`src/sv/u8d_pkg.sv`:
```
// Package for the UTF-8 byte stream decoder.
// Holds the result and step types, the byte-class constants, the replacement
// character and the bytes-due codes. No dependencies.
package u8d_pkg;

   localparam int unsigned BYTE_W = 8;
   localparam int unsigned CP_W   = 21;
   localparam int unsigned DUE_W  = 2;

   // Lead byte classes: mask and match pairs
   localparam logic [BYTE_W-1:0] ASCII_MASK  = 8'h80;
   localparam logic [BYTE_W-1:0] LEAD2_MASK  = 8'he0;
   localparam logic [BYTE_W-1:0] LEAD2_MATCH = 8'hc0;
   localparam logic [BYTE_W-1:0] LEAD3_MASK  = 8'hf0;
   localparam logic [BYTE_W-1:0] LEAD3_MATCH = 8'he0;
   localparam logic [BYTE_W-1:0] LEAD4_MASK  = 8'hf8;
   localparam logic [BYTE_W-1:0] LEAD4_MATCH = 8'hf0;

   localparam logic [CP_W-1:0]  BAD_CHAR = 21'd63;  // '?'

   localparam logic [DUE_W-1:0] DUE_NONE  = 2'd0;
   localparam logic [DUE_W-1:0] DUE_ONE   = 2'd1;
   localparam logic [DUE_W-1:0] DUE_TWO   = 2'd2;
   localparam logic [DUE_W-1:0] DUE_THREE = 2'd3;

   typedef struct packed {
      logic            char_valid;
      logic [CP_W-1:0] code_point;
      logic            end_of_string;
   } result_type;

   typedef struct packed {
      logic             has_result;
      result_type       result;
      logic [DUE_W-1:0] bytes_due;
      logic [CP_W-1:0]  partial_value;
   } step_type;

endpackage

```
`src/sv/utf8_byte_stream_decoder.sv`:
```
// Top level of the UTF-8 byte stream decoder: input register, sequence
// state, result register and valid/stall control. Depends on u8d_pkg, u8d_step.
//
//   channel  dir  handshake            payload
//   req_     in   req_valid/req_stall  req_byte_in[7:0]
//   rsp_     out  rsp_valid/rsp_stall  rsp_char_valid, rsp_code_point[20:0],
//                                      rsp_end_of_string
//
// One byte per cycle sustained while the result register is not stalled; a req
// beat passes through the input register, then is decoded into the result register.
// A byte that finishes neither a character nor the string leaves no rsp beat.
// Synchronous reset clears both valid flags and the sequence state.
// rsp_stall holds the result register; a new byte is still taken while the
// input register is free or draining in the same cycle.
module utf8_byte_stream_decoder (
   input  logic        clock,
   input  logic        reset,
   input  logic        req_valid,
   output logic        req_stall,
   input  logic [7:0]  req_byte_in,
   output logic        rsp_valid,
   input  logic        rsp_stall,
   output logic        rsp_char_valid,
   output logic [20:0] rsp_code_point,
   output logic        rsp_end_of_string
);

   logic                         in_valid_ff, in_valid_in;
   logic [u8d_pkg::BYTE_W-1:0]   in_byte_ff, in_byte_in;
   logic                         out_valid_ff, out_valid_in;
   u8d_pkg::result_type          out_ff, out_in;
   logic [u8d_pkg::DUE_W-1:0]    due_ff, due_in;
   logic [u8d_pkg::CP_W-1:0]     partial_ff, partial_in;
   u8d_pkg::step_type            step;
   logic                         advance;
   logic                         req_take;

   u8d_step u_step (
      .byte_in       (in_byte_ff),
      .bytes_due     (due_ff),
      .partial_value (partial_ff),
      .step          (step)
   );

   // decode fires when the input register holds a byte and the result register is free or emptying this cycle
   assign advance   = in_valid_ff && (!out_valid_ff || !rsp_stall);
   assign req_stall = in_valid_ff && !advance;
   assign req_take  = req_valid && !req_stall;

   always_comb begin
      in_valid_in = in_valid_ff;
      in_byte_in  = in_byte_ff;
      if (req_take) begin
         in_valid_in = 1'b1;
         in_byte_in  = req_byte_in;
      end else if (advance) begin
         in_valid_in = 1'b0;
      end
   end

   always_comb begin
      out_valid_in = out_valid_ff;
      out_in       = out_ff;
      due_in       = due_ff;
      partial_in   = partial_ff;
      if (advance) begin
         out_valid_in = step.has_result;
         out_in       = step.result;
         due_in       = step.bytes_due;
         partial_in   = step.partial_value;
      end else if (!rsp_stall) begin
         out_valid_in = 1'b0;
      end
   end

   always_ff @(posedge clock) begin
      if (reset) begin
         in_valid_ff  <= 1'b0;
         out_valid_ff <= 1'b0;
         due_ff       <= u8d_pkg::DUE_NONE;
         partial_ff   <= '0;
      end else begin
         in_valid_ff  <= in_valid_in;
         out_valid_ff <= out_valid_in;
         due_ff       <= due_in;
         partial_ff   <= partial_in;
      end
   end

   always_ff @(posedge clock) begin
      in_byte_ff <= in_byte_in;
      out_ff     <= out_in;
   end

   assign rsp_valid         = out_valid_ff;
   assign rsp_char_valid    = out_ff.char_valid;
   assign rsp_code_point    = out_ff.code_point;
   assign rsp_end_of_string = out_ff.end_of_string;

endmodule

```
`src/sv/u8d_step.sv`:
```
// Combinational decode of one byte against the current sequence state.
// Produces the next state and the optional result beat.
// Depends on u8d_pkg.
module u8d_step (
   input  logic [u8d_pkg::BYTE_W-1:0] byte_in,
   input  logic [u8d_pkg::DUE_W-1:0]  bytes_due,
   input  logic [u8d_pkg::CP_W-1:0]   partial_value,
   output u8d_pkg::step_type          step
);

   logic [u8d_pkg::DUE_W-1:0] due_dec;
   logic [u8d_pkg::CP_W-1:0]  cont_term;
   logic [u8d_pkg::CP_W-1:0]  merged;
   logic                      byte_zero;

   assign byte_zero = (byte_in == '0);
   assign due_dec   = bytes_due - u8d_pkg::DUE_ONE;

   // Continuation payload lands at 6 * (bytes still due after this one)
   always_comb begin
      unique case (bytes_due)
         u8d_pkg::DUE_THREE: cont_term = {3'b0, byte_in[5:0], 12'b0};
         u8d_pkg::DUE_TWO:   cont_term = {9'b0, byte_in[5:0], 6'b0};
         default:            cont_term = {15'b0, byte_in[5:0]};
      endcase
   end

   assign merged = partial_value | cont_term;

   always_comb begin
      step = '0;
      step.bytes_due     = u8d_pkg::DUE_NONE;
      step.partial_value = '0;
      if (bytes_due != u8d_pkg::DUE_NONE) begin
         priority if (byte_zero) begin
            // truncated sequence: missing bits read as zero
            step.has_result = 1'b1;
            step.result.end_of_string = 1'b1;
            if (partial_value != '0) begin
               step.result.char_valid = 1'b1;
               step.result.code_point = partial_value;
            end
         end else if (due_dec == u8d_pkg::DUE_NONE) begin
            step.has_result = 1'b1;
            if (merged == '0) begin
               step.result.end_of_string = 1'b1;
            end else begin
               step.result.char_valid = 1'b1;
               step.result.code_point = merged;
            end
         end else begin
            step.bytes_due     = due_dec;
            step.partial_value = merged;
         end
      end else begin
         priority if (byte_zero) begin
            step.has_result = 1'b1;
            step.result.end_of_string = 1'b1;
         end else if ((byte_in & u8d_pkg::ASCII_MASK) == '0) begin
            step.has_result = 1'b1;
            step.result.char_valid = 1'b1;
            step.result.code_point = {13'b0, byte_in};
         end else if ((byte_in & u8d_pkg::LEAD2_MASK) == u8d_pkg::LEAD2_MATCH) begin
            step.bytes_due     = u8d_pkg::DUE_ONE;
            step.partial_value = {10'b0, byte_in[4:0], 6'b0};
         end else if ((byte_in & u8d_pkg::LEAD3_MASK) == u8d_pkg::LEAD3_MATCH) begin
            step.bytes_due     = u8d_pkg::DUE_TWO;
            step.partial_value = {5'b0, byte_in[3:0], 12'b0};
         end else if ((byte_in & u8d_pkg::LEAD4_MASK) == u8d_pkg::LEAD4_MATCH) begin
            step.bytes_due     = u8d_pkg::DUE_THREE;
            step.partial_value = {byte_in[2:0], 18'b0};
         end else begin
            step.has_result = 1'b1;
            step.result.char_valid = 1'b1;
            step.result.code_point = u8d_pkg::BAD_CHAR;
         end
      end
   end

endmodule
```
`config.mk`:
```
export PLATFORM = sky130hd
export DESIGN_NAME = utf8_byte_stream_decoder
export DESIGN_NICKNAME = d
export VERILOG_FILES = /design/src/sv/u8d_pkg.sv /design/src/sv/utf8_byte_stream_decoder.sv /design/src/sv/u8d_step.sv
export SDC_FILE = /design/constraint.sdc
export NUM_CORES = 1
export LEC_CHECK = 0
export BUFFER_PORTS_ARGS = -buffer_cell sky130_fd_sc_hd__buf_2
export CAP_MARGIN = 20
export CORE_MARGIN = 1
export CORE_UTILIZATION = 30
export DETAILED_ROUTE_END_ITERATION = 7
export GPL_TIMING_DRIVEN = 0
export SLEW_MARGIN = 20
export SYNTH_ARGS = -nofsm -noshare
export SYNTH_HDL_FRONTEND = slang
export SYNTH_SLANG_ARGS = --single-unit
export TNS_END_PERCENT = 100
```
`constraint.sdc`:
```
create_clock -name clock -period 4.5 [get_ports clock]
set_input_delay 0.9 -clock clock [delete_from_list [all_inputs] [get_ports clock]]
set_output_delay 0.9 -clock clock [all_outputs]
set_load 0.005 [all_outputs]
```
======== Word level (Yosys, flattened, before mapping) ========
Cells that the tools add are included.
W data, S select, Z words.
operators by class
  bitwise gates (word level) .............. 1
  reduce and logical (&&, ||, !) cells .... 15
  eq/ne operators ......................... 6
  add/sub/neg operators ................... 1
  mux-type cells .......................... 25
operators with widths
  cell                   number
  $mux W23               11
  $mux W22               3
  $mux W24               2
  $mux W47               1
  $pmux W18 S2           1
  $logic_not A21 Y1      1
  $or A21 B18 Y21        1
  $reduce_bool A21 Y1    1
  $logic_not A8 Y1       2
  $mux W1                7
  $eq A5 B5 Y1 const B   1
  $eq A2 B2 Y1 const B   2
  $eq A4 B4 Y1 const B   1
  $logic_not A1 Y1       4
  $reduce_bool A2 Y1     2
  $eq A3 B3 Y1 const B   1
  $logic_and A1 B1 Y1    3
  $logic_not A2 Y1       1
  $ne A2 B1 Y1 const B   1
  $sub A2 B1 Y2 const B  1
  $logic_or A1 B1 Y1     1
storage, ports and cells
  register bits after elaboration ......... 56

======== Longest topological paths before layout ========
  word-level depth ........................ 9
  depth in mapped cells ................... 7
  mapped depth without buffers ............ 7

======== Hierarchy ========
From an unflattened synthesis, not the netlist that was laid out.
unflattened totals
  cell total of the unflattened synthesis .. 293
  area, all modules ....................... 2,976.6 um2
by module, submodules not included
  module                    seq. area each (um2)  area each (um2)  cells an instance  instances
  utf8_byte_stream_decoder  1,431.4               2,064.5          141                1
  u8d_step                  0.0                   912.1            152                1

======== Worst setup path after synthesis ========
Ideal clock, no wire load.
  path type ............................... input-to-reg
  from .................................... in rsp_stall
  to ...................................... reg due_ff[1] (netlist name)
  data arrival time ....................... 1.979 ns
  required time ........................... 4.430 ns
  path slack .............................. 2.451 ns
  buffers on the path ..................... 0
  stages on the path ...................... 5
  cells stage by stage .................... nand2_1 nand2_1 inv_1 o211ai_1 a21oi_1
on the way
  word-level cells in the longest chain between the ends .. 3
RTL lines
  item                    line                            source
  start: declaration      utf8_byte_stream_decoder.sv:22  input logic rsp_stall,
  $logic_not A1 Y1        n/a
  $logic_or A1 B1 Y1      utf8_byte_stream_decoder.sv:46  assign advance = in_valid_ff && (!out_valid_ff || !rsp_stall);
  $logic_and A1 B1 Y1     utf8_byte_stream_decoder.sv:46
  net advance             utf8_byte_stream_decoder.sv:35  logic advance;
  end signal: assignment  utf8_byte_stream_decoder.sv:80  due_ff <= u8d_pkg::DUE_NONE;
  end signal: assignment  utf8_byte_stream_decoder.sv:85  due_ff <= due_in;
  end: declaration        utf8_byte_stream_decoder.sv:32  logic [u8d_pkg::DUE_W-1:0] due_ff, due_in;
The timed path passes the listed nets, and every way through them passes these cells.
A chain may end at the register's enable or synchronous reset.

======== Worst setup path after layout ========
  from .................................... in rsp_stall
  to ...................................... out req_stall
on the way
  word-level cells in the longest chain between the ends .. 5
RTL lines
  item                 line                            source
  $logic_not A1 Y1     n/a
  $logic_or A1 B1 Y1   utf8_byte_stream_decoder.sv:46
  $logic_and A1 B1 Y1  utf8_byte_stream_decoder.sv:46
  $logic_not A1 Y1     utf8_byte_stream_decoder.sv:47  assign req_stall = in_valid_ff && !advance;
  $logic_and A1 B1 Y1  utf8_byte_stream_decoder.sv:47
  end: declaration     utf8_byte_stream_decoder.sv:19  output logic req_stall,
No other way between the ends.

==> flow_summary.toml <==
[cells_and_area]
multi_input_combinational_cell_area_sq_um = 892
layout.filler_cells = 812
area_growth_pct = 17.9
insertedDiodeCount = 0
regArea_sq_um = 1430
nets = 272
layout.cells.most_common = "sky130_fd_sc_hd__buf_2"
layout-drive-gt1-share_pct = 22.2
mostFrequentLayoutCells = "sky130_fd_sc_hd__buf_2 (38), sky130_fd_sc_hd__edfxtp_1 (31), sky130_fd_sc_hd__nor2_1 (28)"

[clocking]
cts.repair_timing.setup_buffer_count = 0
cts-htree-levels = 2
clock_pin_slew_on_the_worst_setup_and_hold_paths_ns = 0.10
cts.path.max_buffers = 2
cts_tree = "yes"
clkSinkCount = 56
cts_made_buffers = 5
post_cts_hold_buffer_count = 0
cts_repair_resize_count = 0
clock_network_latency_to_the_later_pin_of_the_worst_skew_pair_ns = 0.32
clock-root-buffer = "sky130_fd_sc_hd__clkbuf_8"

[worst_setup_path]
r2r.worst_path.cells = 7
worstPathRequired_ns = 3.60
path_max_fanout = 3
startpoint_type = "input port"
timing.critical_path.max_delay_family = "buffers and inverters"
criticalPathCategory = "input port to output port"
timing.critical_path.to_type = "output port"
cp_common_cell = "sky130_fd_sc_hd__buf_2"
slowest_stage = "sky130_fd_sc_hd__and3_1"
timing.critical_path.arrival_ns = 1.34
regToRegEndpoint = "rsp_code_point[6]"
critical_path.cell_chain = "buf_2, and3_1, buf_2"
critPathBufInv = 2
r2r_slack_ns = 2.35
crit_path_max_incr_delay_ns = 0.20
reg2reg_from = "in_byte_ff[2]"

[pwr]
p_leak_nw = 1.04
p_per_area_nw_per_um2 = 356
ir_worst_vdd_mv = 0.152

[sta]
fin_setup_tns_ns = 0
period_share_pct = 49.7
slew_viol_final = 0
maxClockFrequency_mhz = 447
timing.final.setup_violations = 0
tightestPinTransition_ns = 0.659
rsz0062_at_grt = "no"
shortest_period_the_worst_path_allows_ns = 2.24
timing.slew.headroom_pct = 55.7
timing_hold_violations_final = 0
final_layout_worst_hold_slack_ns = 0.506
final.setup_skew_ns = 0.00831

[logic_synthesis]
post_synth.cell_area_avg_sq_um = 11.3
post_synth_and_or_nand_nor_area_fraction_pct = 15.1
fraction_of_registers_with_async_set_or_reset_after_synthesis_pct = 0
yosys-top-cells-area = "sky130_fd_sc_hd__edfxtp_1 (39%), sky130_fd_sc_hd__dfxtp_1 (21%), sky130_fd_sc_hd__a32o_1 (8.3%)"
number_of_distinct_library_cells_after_synthesis = 41
xor_xnor_share_of_the_synthesized_area_pct = 0
synthMuxAreaShare_pct = 0
synth_compound_area_share_pct = 19.8
synth_enable_flop_cells = 31
synth_warnings = 0
postSynthRegisterBits = 56
post_synth_instance_area_sq_um = 2410
mappedNetlistNets = 229
yosysSeqAreaShare_pct = 59.3
synthCells = 213
synth_top_area_share_pct = 38.6
synth_top_family_by_area = "compound AO/OA/AOI/OAI gates"
synth_top_flop_cell = "sky130_fd_sc_hd__edfxtp_1"
synth_fa_ha_area_share_pct = 2.07
synthDominantAreaCellType = "sky130_fd_sc_hd__edfxtp_1"

[run_status]
status = "complete, no violations"

[min_path]
min_from = "due_ff[1]"
worst_hold_path_type = "flop to flop"
worstHoldPathCells = 2
worst_hold_path.endpoint = "due_ff[1]"

[die]
chipWidth_microns = 91.7
design.portCount = 37
die_area_sq_um = 8410
start_util_pct = 31.1
core_area_sq_um = 7770
dieHeight_microns = 91.7
fp-row-count = 32

[placement]
port_buffers = 35
detailedPlacementHpwl_microns = 3720
gp_routability_congestion = 0.917

[route]
post_drt_via_cell_ratio = 5.11
drt_first_pass_iters = 4
final_antenna_net_count = 0
detail_route.iter0.violations = 156
wl_per_cell_microns = 14.6
post-route-drc-count = 0
num_vias = 1835
drt_wl_total_microns = 5240

[grt]
via_count_of_the_first_global_routing_pass = 1741
overflow = 0
total_routing_usage_gr_pct = 13.5
grt_antenna_before_repair = 0
grt_max_degree = 29
first_pass_grt_wire_length_microns = 8780

[run]
timing.max_cap.violations = 0
[sequential cells by signal (all words and copies together), names as in the netlist]
register           count
partial_ff            21
rsp_code_point        21
in_byte_ff             8
due_ff                 2
in_valid_ff            1
rsp_char_valid         1
rsp_end_of_string      1
rsp_valid              1
[routing by layer]
layer	global-route usage, %	vias up	share of wire, %
met5	0	-	0
met4	5.08	0	0.92
met3	3.32	4	6.5
met2	21.1	69	47
met1	18.1	862	46
li1	-	900	-
[how the worst max path moves through the flow]
stage,start,end,slack (ns),cells past startpoint
floorplan,rsp_stall,due_ff[1],2.45,5
global placement,rsp_stall,due_ff[1],1.96,6
detailed placement,rsp_stall,due_ff[1],1.90,6
CTS,rsp_stall,due_ff[1],2.23,6
global route,due_ff[0],rsp_code_point[10],2.16,6
finish,rsp_stall,req_stall,2.26,3
[worst register-to-register path, stage by stage (launching register included)]
cell                       delay, ns
sky130_fd_sc_hd__edfxtp_1       0.37
sky130_fd_sc_hd__clkbuf_1       0.27
sky130_fd_sc_hd__nor2_1         0.34
sky130_fd_sc_hd__nand3_2        0.27
sky130_fd_sc_hd__a21oi_1        0.30
sky130_fd_sc_hd__buf_2          0.27
sky130_fd_sc_hd__a32oi_1        0.07
sky130_fd_sc_hd__o21ai_1        0.12
[metrics by stage]
stage / instances / area (sq um) / worst slack, ns / total power [mW] / utilization (%)
floorplan: 213 / 2410 / 2.45 / 0.651 / -
global placement: 350 / 2720 / 1.96 / 0.685 / 35.0
detailed placement: 350 / 2720 / 1.90 / 0.687 / 35.0
CTS: 358 / 2830 / 2.23 / 1.02 / 36.5
global route: 359 / 2850 / 2.16 / 1.06 / 36.6
finish: 359 / 2850 / 2.26 / 1.01 / 36.6
[cells by family (layout without fill, tap and decap cells)]
logic type      after synthesis  count (layout)
compound gates               64              64
fa+ha+maj                     4               4
buf+inv                      21              65
flops                        56              56
simple gates                 68              68
[synth_stat cells (5+ instances only)]
cell type / instances
sky130_fd_sc_hd__edfxtp_1: 31
sky130_fd_sc_hd__nor2_1: 28
sky130_fd_sc_hd__dfxtp_1: 25
sky130_fd_sc_hd__a32o_1: 20
sky130_fd_sc_hd__a21oi_1: 17
sky130_fd_sc_hd__clkbuf_1: 12
sky130_fd_sc_hd__nand2_1: 10
sky130_fd_sc_hd__inv_1: 5
sky130_fd_sc_hd__nand3_1: 5
sky130_fd_sc_hd__o21ai_0: 5
[report_power, final]
| part | total (mW) | leakage [nW] | internal, mW | switching [mW] |
|---|---|---|---|---|
| Sequential | 0.572 | 0.501 | 0.561 | 0.0106 |
| Clock | 0.336 | 0.0548 | 0.168 | 0.168 |
| Combinational | 0.105 | 0.485 | 0.0396 | 0.0652 |
[area by class of cell]
cell class / count / area share [%]
flip-flops and latches: 56 / 50.3
clock buffers: 5 / 2.42
plain buffers: 16 / 2.51
inverters: 5 / 0.659
repair buffers: 36 / 6.68
clock inverters: 3 / 1.63
well taps: 102 / 4.48
multi-input cells: 136 / 31.3
No activity file was read; power rests on OpenSTA's default activity.
